==> src/hw/rtl/sis_pkg.sv <==
// Shared constants, codes and the command type of the subset index sampler.
package sis_pkg;

	// Default sizing of the block.
	localparam int SIS_MAX_POINTS = 4096;
	localparam int SIS_MAX_SUBSET = 8;

	// Repeat counter: width, saturation value and the limit past which a duplicate is forced.
	localparam int             REP_W        = 7;
	localparam logic [REP_W-1:0] REPEAT_LIMIT = 7'd100;
	localparam logic [REP_W-1:0] REPEAT_SAT   = 7'd127;

	// Configuration register indexes.
	localparam int         CFG_IDX_W = 2;
	localparam logic [CFG_IDX_W-1:0] CFG_ENUMERATE = 2'd0;
	localparam logic [CFG_IDX_W-1:0] CFG_NUM_POINTS = 2'd1;
	localparam logic [CFG_IDX_W-1:0] CFG_SUBSET_SIZE = 2'd2;

	// Result status codes.
	localparam int         STS_W = 2;
	localparam logic [STS_W-1:0] STS_NORMAL    = 2'd0;
	localparam logic [STS_W-1:0] STS_EXHAUSTED = 2'd1;
	localparam logic [STS_W-1:0] STS_FORCED    = 2'd2;

	// Command codes passed from the front end to the back end.
	localparam int         OP_W = 3;
	localparam logic [OP_W-1:0] OP_ENUM_START = 3'd0;
	localparam logic [OP_W-1:0] OP_ENUM_EMPTY = 3'd1;
	localparam logic [OP_W-1:0] OP_ENUM_NEXT  = 3'd2;
	localparam logic [OP_W-1:0] OP_RAND_ONE   = 3'd3;
	localparam logic [OP_W-1:0] OP_RAND_DROP  = 3'd4;
	localparam logic [OP_W-1:0] OP_RAND_CAND  = 3'd5;

	typedef struct packed {
		logic [OP_W-1:0] op;
		logic            start;
	} cmd_t;

endpackage

==> src/hw/rtl/sis_front.sv <==
// Front end: accepts input beats and classifies them into back-end commands.
module sis_front #(
	parameter int MAX_POINTS = sis_pkg::SIS_MAX_POINTS,
	parameter int MAX_SUBSET = sis_pkg::SIS_MAX_SUBSET,
	localparam int PTS_W  = $clog2(MAX_POINTS + 1),
	localparam int CAND_W = $clog2(MAX_POINTS),
	localparam int K_W    = $clog2(MAX_SUBSET + 1)
) (
	input  logic               item_valid,
	output logic               item_ready,
	input  logic               start_req,
	input  logic [CAND_W-1:0]  candidate,
	input  logic               enum_mode,
	input  logic [PTS_W-1:0]   eff_n,
	input  logic [K_W-1:0]     eff_k,
	input  logic               q_full,
	output logic               push,
	output sis_pkg::cmd_t      push_cmd,
	output logic [CAND_W-1:0]  push_cand
);
	import sis_pkg::*;

	logic k_over_n;

	assign item_ready = !q_full;
	assign push       = item_valid && !q_full;
	assign push_cand  = candidate;
	assign k_over_n   = (PTS_W + K_W)'(eff_k) > (PTS_W + K_W)'(eff_n);

	always_comb begin
		push_cmd.start = start_req;
		if (enum_mode) begin
			if (!start_req) begin
				push_cmd.op = OP_ENUM_NEXT;
			end else if (k_over_n) begin
				push_cmd.op = OP_ENUM_EMPTY;
			end else begin
				push_cmd.op = OP_ENUM_START;
			end
		end else if (eff_n == PTS_W'(1)) begin
			push_cmd.op = OP_RAND_ONE;
		end else if (PTS_W'(candidate) >= eff_n) begin
			push_cmd.op = OP_RAND_DROP;
		end else begin
			push_cmd.op = OP_RAND_CAND;
		end
	end

endmodule

==> src/hw/rtl/sis_queue.sv <==
// Two-entry command queue between the front end and the back end.
module sis_queue #(
	parameter int DATA_W = 8
) (
	input  logic              clk,
	input  logic              arst_n,
	input  logic              push,
	input  logic [DATA_W-1:0] push_data,
	output logic              full,
	input  logic              pop,
	output logic [DATA_W-1:0] pop_data,
	output logic              avail
);
	logic [DATA_W-1:0] entry_q [2];
	logic              wr_q;
	logic              rd_q;
	logic [1:0]        cnt_q;

	assign full     = cnt_q == 2'd2;
	assign avail    = cnt_q != 2'd0;
	assign pop_data = entry_q[rd_q];

	always_ff @(posedge clk or negedge arst_n) begin
		if (!arst_n) begin
			wr_q  <= 1'b0;
			rd_q  <= 1'b0;
			cnt_q <= 2'd0;
		end else begin
			if (push) begin
				wr_q <= !wr_q;
			end
			if (pop) begin
				rd_q <= !rd_q;
			end
			if (push && !pop) begin
				cnt_q <= cnt_q + 2'd1;
			end else if (pop && !push) begin
				cnt_q <= cnt_q - 2'd1;
			end
		end
	end

	always_ff @(posedge clk) begin
		if (push) begin
			entry_q[wr_q] <= push_data;
		end
	end

endmodule

==> src/hw/rtl/sis_back.sv <==
// Back end: subset store, enumeration and duplicate scans, and the result register.
module sis_back #(
	parameter int MAX_POINTS = sis_pkg::SIS_MAX_POINTS,
	parameter int MAX_SUBSET = sis_pkg::SIS_MAX_SUBSET,
	localparam int PTS_W  = $clog2(MAX_POINTS + 1),
	localparam int CAND_W = $clog2(MAX_POINTS),
	localparam int K_W    = $clog2(MAX_SUBSET + 1),
	localparam int AW     = (MAX_SUBSET > 1) ? $clog2(MAX_SUBSET) : 1
) (
	input  logic                  clk,
	input  logic                  arst_n,
	input  logic                  cmd_avail,
	output logic                  cmd_pop,
	input  sis_pkg::cmd_t         cmd,
	input  logic [CAND_W-1:0]     cmd_cand,
	input  logic [PTS_W-1:0]      eff_n,
	input  logic [K_W-1:0]        eff_k,
	output logic                  result_valid,
	input  logic                  result_ready,
	output logic [PTS_W-1:0]      point_index,
	output logic [AW-1:0]         position,
	output logic                  last,
	output logic [sis_pkg::STS_W-1:0] status
);
	import sis_pkg::*;

	localparam int IDX_W = PTS_W;
	localparam int LIM_W = ((PTS_W > K_W) ? PTS_W : K_W) + 1;

	localparam logic [2:0] ST_IDLE   = 3'd0;
	localparam logic [2:0] ST_SCAN_E = 3'd1;
	localparam logic [2:0] ST_SCAN_R = 3'd2;
	localparam logic [2:0] ST_EMIT   = 3'd3;
	localparam logic [2:0] ST_ONE    = 3'd4;

	localparam logic [1:0] EM_START = 2'd0;
	localparam logic [1:0] EM_NEXT  = 2'd1;
	localparam logic [1:0] EM_RAND  = 2'd2;

	logic [IDX_W-1:0]      store_q [MAX_SUBSET];
	logic [MAX_SUBSET-1:0] forced_q;
	logic [K_W-1:0]        filled_q;
	logic [REP_W-1:0]      rep_q;
	logic [2:0]            state_q;
	logic [1:0]            mode_q;
	logic [K_W-1:0]        j_q;
	logic [AW-1:0]         idx_q;
	logic [AW-1:0]         pivot_q;
	logic [LIM_W-1:0]      lim_q;
	logic [IDX_W-1:0]      run_q;
	logic [CAND_W-1:0]     cand_q;
	logic                  dup_q;
	logic [STS_W-1:0]      sts_q;

	logic                  result_valid_q;
	logic [PTS_W-1:0]      point_index_q;
	logic [AW-1:0]         position_q;
	logic                  last_q;
	logic [STS_W-1:0]      status_q;

	logic [AW-1:0]         rd_addr;
	logic [IDX_W-1:0]      rd_data;
	logic [IDX_W:0]        rplus;
	logic                  blocked;
	logic                  out_free;
	logic                  pre_clear;
	logic [REP_W-1:0]      rep_base;
	logic [REP_W-1:0]      rep_inc;
	logic                  scan_done;
	logic                  hit;
	logic                  fresh;
	logic                  force_in;
	logic                  take;
	logic [K_W-1:0]        fill_next;
	logic [IDX_W-1:0]      emit_val;
	logic                  emit_wr;
	logic                  emit_last;
	logic [STS_W-1:0]      emit_sts;
	logic                  wr_en;
	logic [AW-1:0]         wr_addr;
	logic [IDX_W-1:0]      wr_data;

	assign result_valid = result_valid_q;
	assign point_index  = point_index_q;
	assign position     = position_q;
	assign last         = last_q;
	assign status       = status_q;

	assign out_free = !result_valid_q || result_ready;
	assign cmd_pop  = (state_q == ST_IDLE) && cmd_avail;

	// One read port on the store: the enumeration scan walks idx_q, everything else j_q.
	assign rd_addr = (state_q == ST_SCAN_E) ? idx_q : j_q[AW-1:0];
	assign rd_data = store_q[rd_addr];

	// A slot cannot advance when its value plus one reaches its limit; a limit that
	// went below zero never blocks.
	assign rplus   = {1'b0, rd_data} + (IDX_W + 1)'(1);
	assign blocked = !lim_q[LIM_W-1] && (LIM_W'(rplus) >= lim_q);

	assign pre_clear = cmd.start || (filled_q >= eff_k);
	assign rep_base  = pre_clear ? '0 : rep_q;
	assign rep_inc   = (rep_base < REPEAT_SAT) ? rep_base + REP_W'(1) : rep_base;

	assign scan_done = j_q == filled_q;
	assign hit       = rd_data == IDX_W'(cand_q);
	assign fresh     = !dup_q;
	assign force_in  = dup_q && (rep_q > REPEAT_LIMIT);
	assign take      = fresh || force_in;
	assign fill_next = filled_q + K_W'(take);

	always_comb begin
		case (mode_q)
			EM_START: emit_val = IDX_W'(j_q);
			EM_NEXT:  emit_val = (j_q < K_W'(pivot_q)) ? rd_data : run_q;
			default:  emit_val = rd_data;
		endcase
	end

	assign emit_wr   = (mode_q == EM_START) || ((mode_q == EM_NEXT) && (j_q >= K_W'(pivot_q)));
	assign emit_last = (j_q + K_W'(1)) == eff_k;
	assign emit_sts  = ((mode_q == EM_RAND) && forced_q[j_q[AW-1:0]]) ? STS_FORCED : STS_NORMAL;

	always_comb begin
		wr_en   = 1'b0;
		wr_addr = '0;
		wr_data = '0;
		if (cmd_pop && (cmd.op == OP_RAND_ONE)) begin
			wr_en = 1'b1;
		end else if ((state_q == ST_EMIT) && out_free && emit_wr) begin
			wr_en   = 1'b1;
			wr_addr = j_q[AW-1:0];
			wr_data = emit_val;
		end else if ((state_q == ST_SCAN_R) && scan_done && take) begin
			wr_en   = 1'b1;
			wr_addr = filled_q[AW-1:0];
			wr_data = fresh ? IDX_W'(cand_q) : IDX_W'(cand_q) + IDX_W'(1);
		end
	end

	always_ff @(posedge clk) begin
		if (wr_en) begin
			store_q[wr_addr] <= wr_data;
		end
	end

	always_ff @(posedge clk or negedge arst_n) begin
		if (!arst_n) begin
			state_q        <= ST_IDLE;
			forced_q       <= '0;
			filled_q       <= '0;
			rep_q          <= '0;
			mode_q         <= EM_START;
			j_q            <= '0;
			idx_q          <= '0;
			pivot_q        <= '0;
			lim_q          <= '0;
			run_q          <= '0;
			cand_q         <= '0;
			dup_q          <= 1'b0;
			sts_q          <= STS_NORMAL;
			result_valid_q <= 1'b0;
		end else begin
			if (result_ready) begin
				result_valid_q <= 1'b0;
			end
			case (state_q)
				ST_IDLE: begin
					if (cmd_avail) begin
						case (cmd.op)
							OP_ENUM_START: begin
								rep_q    <= '0;
								forced_q <= '0;
								filled_q <= eff_k;
								mode_q   <= EM_START;
								j_q      <= '0;
								state_q  <= ST_EMIT;
							end
							OP_ENUM_EMPTY: begin
								rep_q    <= '0;
								forced_q <= '0;
								filled_q <= '0;
								sts_q    <= STS_EXHAUSTED;
								state_q  <= ST_ONE;
							end
							OP_ENUM_NEXT: begin
								rep_q    <= '0;
								forced_q <= '0;
								if (filled_q != eff_k) begin
									sts_q   <= STS_EXHAUSTED;
									state_q <= ST_ONE;
								end else begin
									idx_q   <= AW'(eff_k - K_W'(1));
									lim_q   <= LIM_W'(eff_n);
									state_q <= ST_SCAN_E;
								end
							end
							OP_RAND_ONE: begin
								rep_q    <= '0;
								forced_q <= '0;
								filled_q <= '0;
								sts_q    <= STS_NORMAL;
								state_q  <= ST_ONE;
							end
							OP_RAND_DROP: begin
								if (pre_clear) begin
									rep_q    <= '0;
									forced_q <= '0;
									filled_q <= '0;
								end
							end
							OP_RAND_CAND: begin
								if (pre_clear) begin
									forced_q <= '0;
									filled_q <= '0;
								end
								rep_q   <= rep_inc;
								cand_q  <= cmd_cand;
								j_q     <= '0;
								dup_q   <= 1'b0;
								state_q <= ST_SCAN_R;
							end
							default: begin
								state_q <= ST_IDLE;
							end
						endcase
					end
				end
				ST_SCAN_E: begin
					if (!blocked) begin
						pivot_q <= idx_q;
						run_q   <= rplus[IDX_W-1:0];
						mode_q  <= EM_NEXT;
						j_q     <= '0;
						state_q <= ST_EMIT;
					end else if (idx_q == '0) begin
						sts_q   <= STS_EXHAUSTED;
						state_q <= ST_ONE;
					end else begin
						idx_q <= idx_q - AW'(1);
						lim_q <= lim_q - LIM_W'(1);
					end
				end
				ST_SCAN_R: begin
					if (!scan_done) begin
						dup_q <= dup_q || hit;
						j_q   <= j_q + K_W'(1);
					end else begin
						if (take) begin
							forced_q[filled_q[AW-1:0]] <= force_in;
							filled_q                   <= fill_next;
						end
						if (fresh) begin
							rep_q <= '0;
						end
						if (fill_next >= eff_k) begin
							mode_q  <= EM_RAND;
							j_q     <= '0;
							state_q <= ST_EMIT;
						end else begin
							state_q <= ST_IDLE;
						end
					end
				end
				ST_EMIT: begin
					if (out_free) begin
						result_valid_q <= 1'b1;
						if (emit_wr && (mode_q == EM_NEXT)) begin
							run_q <= run_q + IDX_W'(1);
						end
						j_q <= j_q + K_W'(1);
						if (emit_last) begin
							state_q <= ST_IDLE;
							if (mode_q == EM_RAND) begin
								filled_q <= '0;
								rep_q    <= '0;
								forced_q <= '0;
							end
						end
					end
				end
				ST_ONE: begin
					if (out_free) begin
						result_valid_q <= 1'b1;
						state_q        <= ST_IDLE;
					end
				end
				default: begin
					state_q <= ST_IDLE;
				end
			endcase
		end
	end

	always_ff @(posedge clk) begin
		if ((state_q == ST_EMIT) && out_free) begin
			point_index_q <= emit_val;
			position_q    <= j_q[AW-1:0];
			last_q        <= emit_last;
			status_q      <= emit_sts;
		end else if ((state_q == ST_ONE) && out_free) begin
			point_index_q <= '0;
			position_q    <= '0;
			last_q        <= 1'b1;
			status_q      <= sts_q;
		end
	end

endmodule

==> src/hw/rtl/subset_index_sampler.sv <==
// Top level of the subset index sampler: configuration registers, front end, queue, back end.
//
// The sampler hands out subsets of subset_size point indices drawn from 0..num_points-1.
// With enumerate_all set, a beat with start_req gives indices 0..k-1 (or a single exhausted
// result when k exceeds the point count) and every other beat gives the next k-subset in
// lexicographic order; once the last subset has gone out, or when no subset is held (no
// start yet, k changed, or a random-mode beat came in between), a beat gives a single result
// with status exhausted. With enumerate_all clear, each beat offers a candidate index:
// out-of-range candidates are dropped, duplicates are rejected until more than 100 in-range
// candidates have come in without progress, after which a duplicate is entered as candidate
// plus one and marked forced; when the subset is full it goes out as k result beats, the
// last one flagged. In this mode a single-point configuration gives index 0 on every beat.
// Flow: the front end classifies a beat in the cycle it is accepted and drops it into a
// two-entry queue, so input beats keep flowing while the back end works or the result side
// stalls, until the queue fills. The back end owns a subset store with one read port and
// takes one command at a time: an enumeration step is dispatched, scans from the right for
// the slot to advance, and sends its k results; a random beat is dispatched, scans the held
// indices for a duplicate, decides, and sends k results when it completes the subset. The
// one-deep result register lets the back end finish a beat while the previous result still
// waits. Configuration writes are registered and must only be issued while the block is idle.
module subset_index_sampler #(
	parameter int MAX_POINTS = sis_pkg::SIS_MAX_POINTS,
	parameter int MAX_SUBSET = sis_pkg::SIS_MAX_SUBSET,
	localparam int PTS_W  = $clog2(MAX_POINTS + 1),
	localparam int CAND_W = $clog2(MAX_POINTS),
	localparam int K_W    = $clog2(MAX_SUBSET + 1),
	localparam int AW     = (MAX_SUBSET > 1) ? $clog2(MAX_SUBSET) : 1,
	localparam int CFG_W  = (PTS_W > K_W) ? PTS_W : K_W
) (
	input  logic                          clk,
	input  logic                          arst_n,
	input  logic                          cfg_we,
	input  logic [sis_pkg::CFG_IDX_W-1:0] cfg_index,
	input  logic [CFG_W-1:0]              cfg_data,
	input  logic                          item_valid,
	output logic                          item_ready,
	input  logic                          start_req,
	input  logic [CAND_W-1:0]             candidate,
	output logic                          result_valid,
	input  logic                          result_ready,
	output logic [PTS_W-1:0]              point_index,
	output logic [AW-1:0]                 position,
	output logic                          last,
	output logic [sis_pkg::STS_W-1:0]     status
);
	import sis_pkg::*;

	localparam int Q_W = $bits(cmd_t) + CAND_W;

	logic              enum_q;
	logic [PTS_W-1:0]  npts_q;
	logic [K_W-1:0]    ksz_q;
	logic [PTS_W-1:0]  eff_n;
	logic [K_W-1:0]    eff_k;

	logic              q_full;
	logic              q_push;
	cmd_t              f_cmd;
	logic [CAND_W-1:0] f_cand;
	logic [Q_W-1:0]    q_out;
	logic              q_avail;
	logic              q_pop;
	cmd_t              b_cmd;
	logic [CAND_W-1:0] b_cand;

	// Configuration registers; out-of-range values are clamped below, not at write time.
	always_ff @(posedge clk or negedge arst_n) begin
		if (!arst_n) begin
			enum_q <= 1'b0;
			npts_q <= PTS_W'(1);
			ksz_q  <= K_W'(1);
		end else if (cfg_we) begin
			case (cfg_index)
				CFG_ENUMERATE:   enum_q <= cfg_data[0];
				CFG_NUM_POINTS:  npts_q <= cfg_data[PTS_W-1:0];
				CFG_SUBSET_SIZE: ksz_q  <= cfg_data[K_W-1:0];
				default: begin
				end
			endcase
		end
	end

	// Zero acts as one, and anything above the maximum acts as the maximum.
	always_comb begin
		if (npts_q == '0) begin
			eff_n = PTS_W'(1);
		end else if (npts_q > PTS_W'(MAX_POINTS)) begin
			eff_n = PTS_W'(MAX_POINTS);
		end else begin
			eff_n = npts_q;
		end
		if (ksz_q == '0) begin
			eff_k = K_W'(1);
		end else if (ksz_q > K_W'(MAX_SUBSET)) begin
			eff_k = K_W'(MAX_SUBSET);
		end else begin
			eff_k = ksz_q;
		end
	end

	sis_front #(
		.MAX_POINTS (MAX_POINTS),
		.MAX_SUBSET (MAX_SUBSET)
	) u_front (
		.item_valid (item_valid),
		.item_ready (item_ready),
		.start_req  (start_req),
		.candidate  (candidate),
		.enum_mode  (enum_q),
		.eff_n      (eff_n),
		.eff_k      (eff_k),
		.q_full     (q_full),
		.push       (q_push),
		.push_cmd   (f_cmd),
		.push_cand  (f_cand)
	);

	sis_queue #(
		.DATA_W (Q_W)
	) u_queue (
		.clk       (clk),
		.arst_n    (arst_n),
		.push      (q_push),
		.push_data ({f_cmd, f_cand}),
		.full      (q_full),
		.pop       (q_pop),
		.pop_data  (q_out),
		.avail     (q_avail)
	);

	assign b_cmd  = cmd_t'(q_out[Q_W-1:CAND_W]);
	assign b_cand = q_out[CAND_W-1:0];

	sis_back #(
		.MAX_POINTS (MAX_POINTS),
		.MAX_SUBSET (MAX_SUBSET)
	) u_back (
		.clk          (clk),
		.arst_n       (arst_n),
		.cmd_avail    (q_avail),
		.cmd_pop      (q_pop),
		.cmd          (b_cmd),
		.cmd_cand     (b_cand),
		.eff_n        (eff_n),
		.eff_k        (eff_k),
		.result_valid (result_valid),
		.result_ready (result_ready),
		.point_index  (point_index),
		.position     (position),
		.last         (last),
		.status       (status)
	);

endmodule

==> config.mk <==
export PLATFORM = sky130hd
export DESIGN_NAME = subset_index_sampler
export DESIGN_NICKNAME = d
export VERILOG_FILES = /design/src/hw/rtl/sis_pkg.sv /design/src/hw/rtl/sis_front.sv /design/src/hw/rtl/sis_queue.sv /design/src/hw/rtl/sis_back.sv /design/src/hw/rtl/subset_index_sampler.sv
export SDC_FILE = /design/constraint.sdc
export NUM_CORES = 1
export LEC_CHECK = 0
export BUFFER_PORTS_ARGS = -buffer_cell sky130_fd_sc_hd__buf_2
export CORE_MARGIN = 5
export CORE_UTILIZATION = 60
export DETAILED_ROUTE_END_ITERATION = 10
export MAX_ROUTING_LAYER = met4
export PLACE_DENSITY = 0.78
export SYNTH_ARGS = -nofsm -noshare
export SYNTH_HDL_FRONTEND = slang
export SYNTH_HIERARCHICAL = 1
export SYNTH_SLANG_ARGS = --single-unit
==> constraint.sdc <==
create_clock -name clk -period 6.95 [get_ports clk]
set_input_delay 0.3475 -clock clk [delete_from_list [all_inputs] [get_ports clk]]
set_output_delay 0.3475 -clock clk [all_outputs]
set_load 0.05 [all_outputs]
==> results.sh <==
export IMPL_die_y_um=163
export IMPL_cp_start_kind="flip-flop"
export IMPL_area_growth_pct=8.93
export IMPL_placed_cells_incl_taps=1606
export IMPL_synth_top_area_share_pct=33.1
export IMPL_grt_use_total_pct=26.5
export IMPL_h_tree_depth=1
export IMPL_placed_cell_area_mm2=0.0144
export IMPL_fin_setup_tns_ps=0
export IMPL_worstSkewPairLatency_ps=540
export IMPL_holdPathStages=1
export IMPL_ys_flop_type="edfxtp_1"
export IMPL_powerDensity_mw_per_mm2=500
export IMPL_nets=1401
export IMPL_grtUsageMet3_pct=3.49
export IMPL_n_fill_cell=1780
export IMPL_grt_max_degree=61
export IMPL_finalNonFillerCells=1655
export IMPL_hpwl_mm=24.5
export IMPL_insertedDiodeCount=0
export IMPL_ys_warnings_count=6
export IMPL_cts_max_path_buffers=3
export IMPL_cts_clk_slew_worst_paths_ps=70
export IMPL_critical_path_cell_chain="or3b_1, a21o_1, nand2_1, a211oi_1, a311oi_4, ha_1, nand2_2, nor4_2, and4bb_1, xnor2_1, ha_1, a21o_1, a211oi_1, o32a_1, o21ai_1, o21ai_1, o21ai_0, a221o_1"
export IMPL_synthCells=1296
export IMPL_period_minus_slack_ps=6390
export IMPL_r2r_start="u_back/state_q[0]$_DFFE_PN0P_"
export IMPL_drive_gt1_share_pct=15.1
export IMPL_cts_buffers=27
export IMPL_maxCapViolCount=0
export IMPL_tightest_slew_ps=970
export IMPL_antenna_found_initial=0
export IMPL_worstPathArrival_ps=6820
export IMPL_rsz0062_at_grt="no"
export IMPL_r2r_slack_ps=560
export IMPL_final_area_mm2=0.0153
export IMPL_rr_endpoint="u_back/run_q[7]$_DFFE_PN0P_"
export IMPL_post_route_drc_count=0
export IMPL_io_pins=54
export IMPL_initial_core_util_pct=60.4
export IMPL_synth_distinct_cells=93
export IMPL_synth_yosys_seq_area_share_pct=50.6
export IMPL_finalPower_mw=7.64
export IMPL_dr_total_vias=10500
export IMPL_crit_fanout=21
export IMPL_fmax_mhz=156
export IMPL_grt_pass1_vias=10100
export IMPL_globalRoute_busiestLayer="met2"
export IMPL_gr_total_overflow=0
export IMPL_setup_violations=0
export IMPL_finish_utilization_pct=65.7
export IMPL_critical_path_max_stage_delay_ps=720
export IMPL_core_mm2=0.0233
export IMPL_cts_tree="done"
export IMPL_p_leak_nw=5.92
export IMPL_crit_required_ps=7380
export IMPL_met1_usage_pct=35.3
export IMPL_min_to="u_queue/entry_q[0][10]$_DFFE_PP_"
export IMPL_status="finished, final reports clean"
export IMPL_peakVddDrop_v=0.000239
export IMPL_finClkSkew_ps=28.7
export IMPL_synth_async_sr_flop_share_pct=38.7
export IMPL_cts_setup_buffers=0
export IMPL_wl_per_cell_um=20.7
export IMPL_yosysMostFrequentCell="edfxtp_1"
export IMPL_fin_worst_hold_slack_ps=24.1
export IMPL_yosys_area_top_type="edfxtp_1"
export IMPL_dp_slack_ps=627
export IMPL_timing_slew_headroom_pct=34.6
export IMPL_postRouteAntennaNets=0
export IMPL_first_pass_iters=6
export IMPL_cts_root_buf="clkbuf_16"
export IMPL_crit_type="reg -> reg"
export IMPL_fp_dieArea_mm2=0.0266
export IMPL_synth_area_leaders="edfxtp_1 33%, dfrtp_1 17%, ha_1 4.5%"
export IMPL_synthesis_nets=1380
export IMPL_multi_input_area_mm2=0.00629
export IMPL_cts_sinks=253
export IMPL_hp_start="candidate[10]"
export IMPL_fin_ws_ps=556
export IMPL_synth_avg_cell_area_um2=10.8
export IMPL_finalMaxSlewViolations=0
export IMPL_synth_common_cells="155 x edfxtp_1, 141 x nand2_1, 96 x dfrtp_1, 95 x o21ai_0, 67 x a21oi_1"
export IMPL_hold_viol=0
export IMPL_synth_edf_count=155
export IMPL_drt_initial_drc_count=1184
export IMPL_ys_ff_latch=253
export IMPL_fp_dieW_um=163
export IMPL_critPathSlowestCell="dfrtp_1"
export IMPL_vias_per_cell=6.36
export IMPL_hold_path_class="in -> reg"
export IMPL_grt_pass1_wl_mm=54.4
export IMPL_synth_area_mm2=0.0140
export IMPL_cp_end_kind="flip-flop"
export IMPL_grt_util_met2_pct=42.3
export IMPL_gp_congestion=0.932
export IMPL_rows=56
export IMPL_seq_area_mm2=0.00711
export IMPL_period_share_pct=92.0
export IMPL_reg2reg_depth=18
export IMPL_portBuffers=53
export IMPL_wl_mm=34.2
[flip-flops by register name, indices dropped and copies added, names as in the netlist, 2 cells and up]
name and cells:
u_back/forced_q 8, u_back/idx_q 3, u_back/state_q 3, u_back/run_q 13, u_back/lim_q 14, u_back/mode_q 2
u_queue/entry_q 32, u_queue/cnt_q 2, u_back/j_q 4, u_back/rep_q 7, u_back/filled_q 4, u_back/position 3
u_back/store_q 104, npts_q 13, u_back/cand_q 12, u_back/pivot_q 3, u_back/status 2, u_back/point_index 13
ksz_q 4
[routing by layer]
| layer | up-vias | wire (um) |
|---|---|---|
| li1 | 4838 | - |
| met1 | 5094 | 14200 |
| met2 | 487 | 16200 |
| met3 | 109 | 2590 |
| met4 | 0 | 1300 |
| met5 | - | 0 |
[cell usage in the layout, fill, tap and decap left out, drive strengths merged, types with 19 or more instances in the layout]
cell type	count
nand2	142
clkbuf	35
inv	53
nand3	37
nor2	60
xnor2	23
nor2b	30
edfxtp	155
and3	19
mux2	49
ha	51
a21oi	69
o21ai	99
buf	74
a31oi	22
dfrtp	96
and2	24
xor2	29
mux2i	23
nand4	22
[logic make-up (layout without fill, tap and decap cells)]
family	after synthesis	count (layout)	share of synthesized area (%)
AOI/OAI and AO/OA	312	312	14.9
xor gates and xnor gates	52	52	3.24
adders and majority gates	51	51	4.54
buffers and inverters	136	176	4.71
DFF	253	253	50.6
muxes	74	74	6.40
and+or+nand+nor	418	418	15.6
[repair_timing]
action | in CTS | in global routing
hold buffers | 1 | 0
endpoints found under the setup margin | 0 | 3
endpoints found under the hold margin | 36 | 0
gates resized for setup | 0 | 1
[how the worst max path moves through the flow]
stage	startpoint	endpoint	cells past startpoint
final	u_back/state_q[0]$_DFFE_PN0P_	u_back/run_q[7]$_DFFE_PN0P_	18
after global routing	u_back/state_q[0]$_DFFE_PN0P_	u_back/run_q[6]$_DFFE_PN0P_	19
after CTS	u_back/state_q[0]$_DFFE_PN0P_	u_back/run_q[7]$_DFFE_PN0P_	17
after detailed placement	u_back/state_q[0]$_DFFE_PN0P_	u_back/run_q[7]$_DFFE_PN0P_	17
after global placement	u_back/state_q[0]$_DFFE_PN0P_	u_back/run_q[7]$_DFFE_PN0P_	18
after floorplan	u_back/state_q[1]$_DFFE_PN0P_	u_back/state_q[1]$_DFFE_PN0P_	21
[cell type report]
| type | instances | area share [%] |
|---|---|---|
| inverter | 53 | 1.30 |
| multi-input combinational | 907 | 41.1 |
| clock buffer | 35 | 4.83 |
| clock inverter | 13 | 0.802 |
| timing repair buffer | 75 | 2.85 |
| sequential | 253 | 46.5 |
| tap | 319 | 2.61 |
[worst max-delay path: cells and delay by family, from the launching register on]
family                     cells  cell delay (ps)
AOI/OAI and AO/OA             10             3260
adders and majority gates      2              530
and+or+nand+nor                5             1690
DFF                            1              720
xor gates and xnor gates       1              100
[power by group]
part	internal (mW)	switching, mW	leakage [nW]
clock	0.822	0.577	0.423
sequential	2.01	0.371	2.67
combinational	1.43	2.44	2.83
No activity file was read; power rests on OpenSTA's default activity.
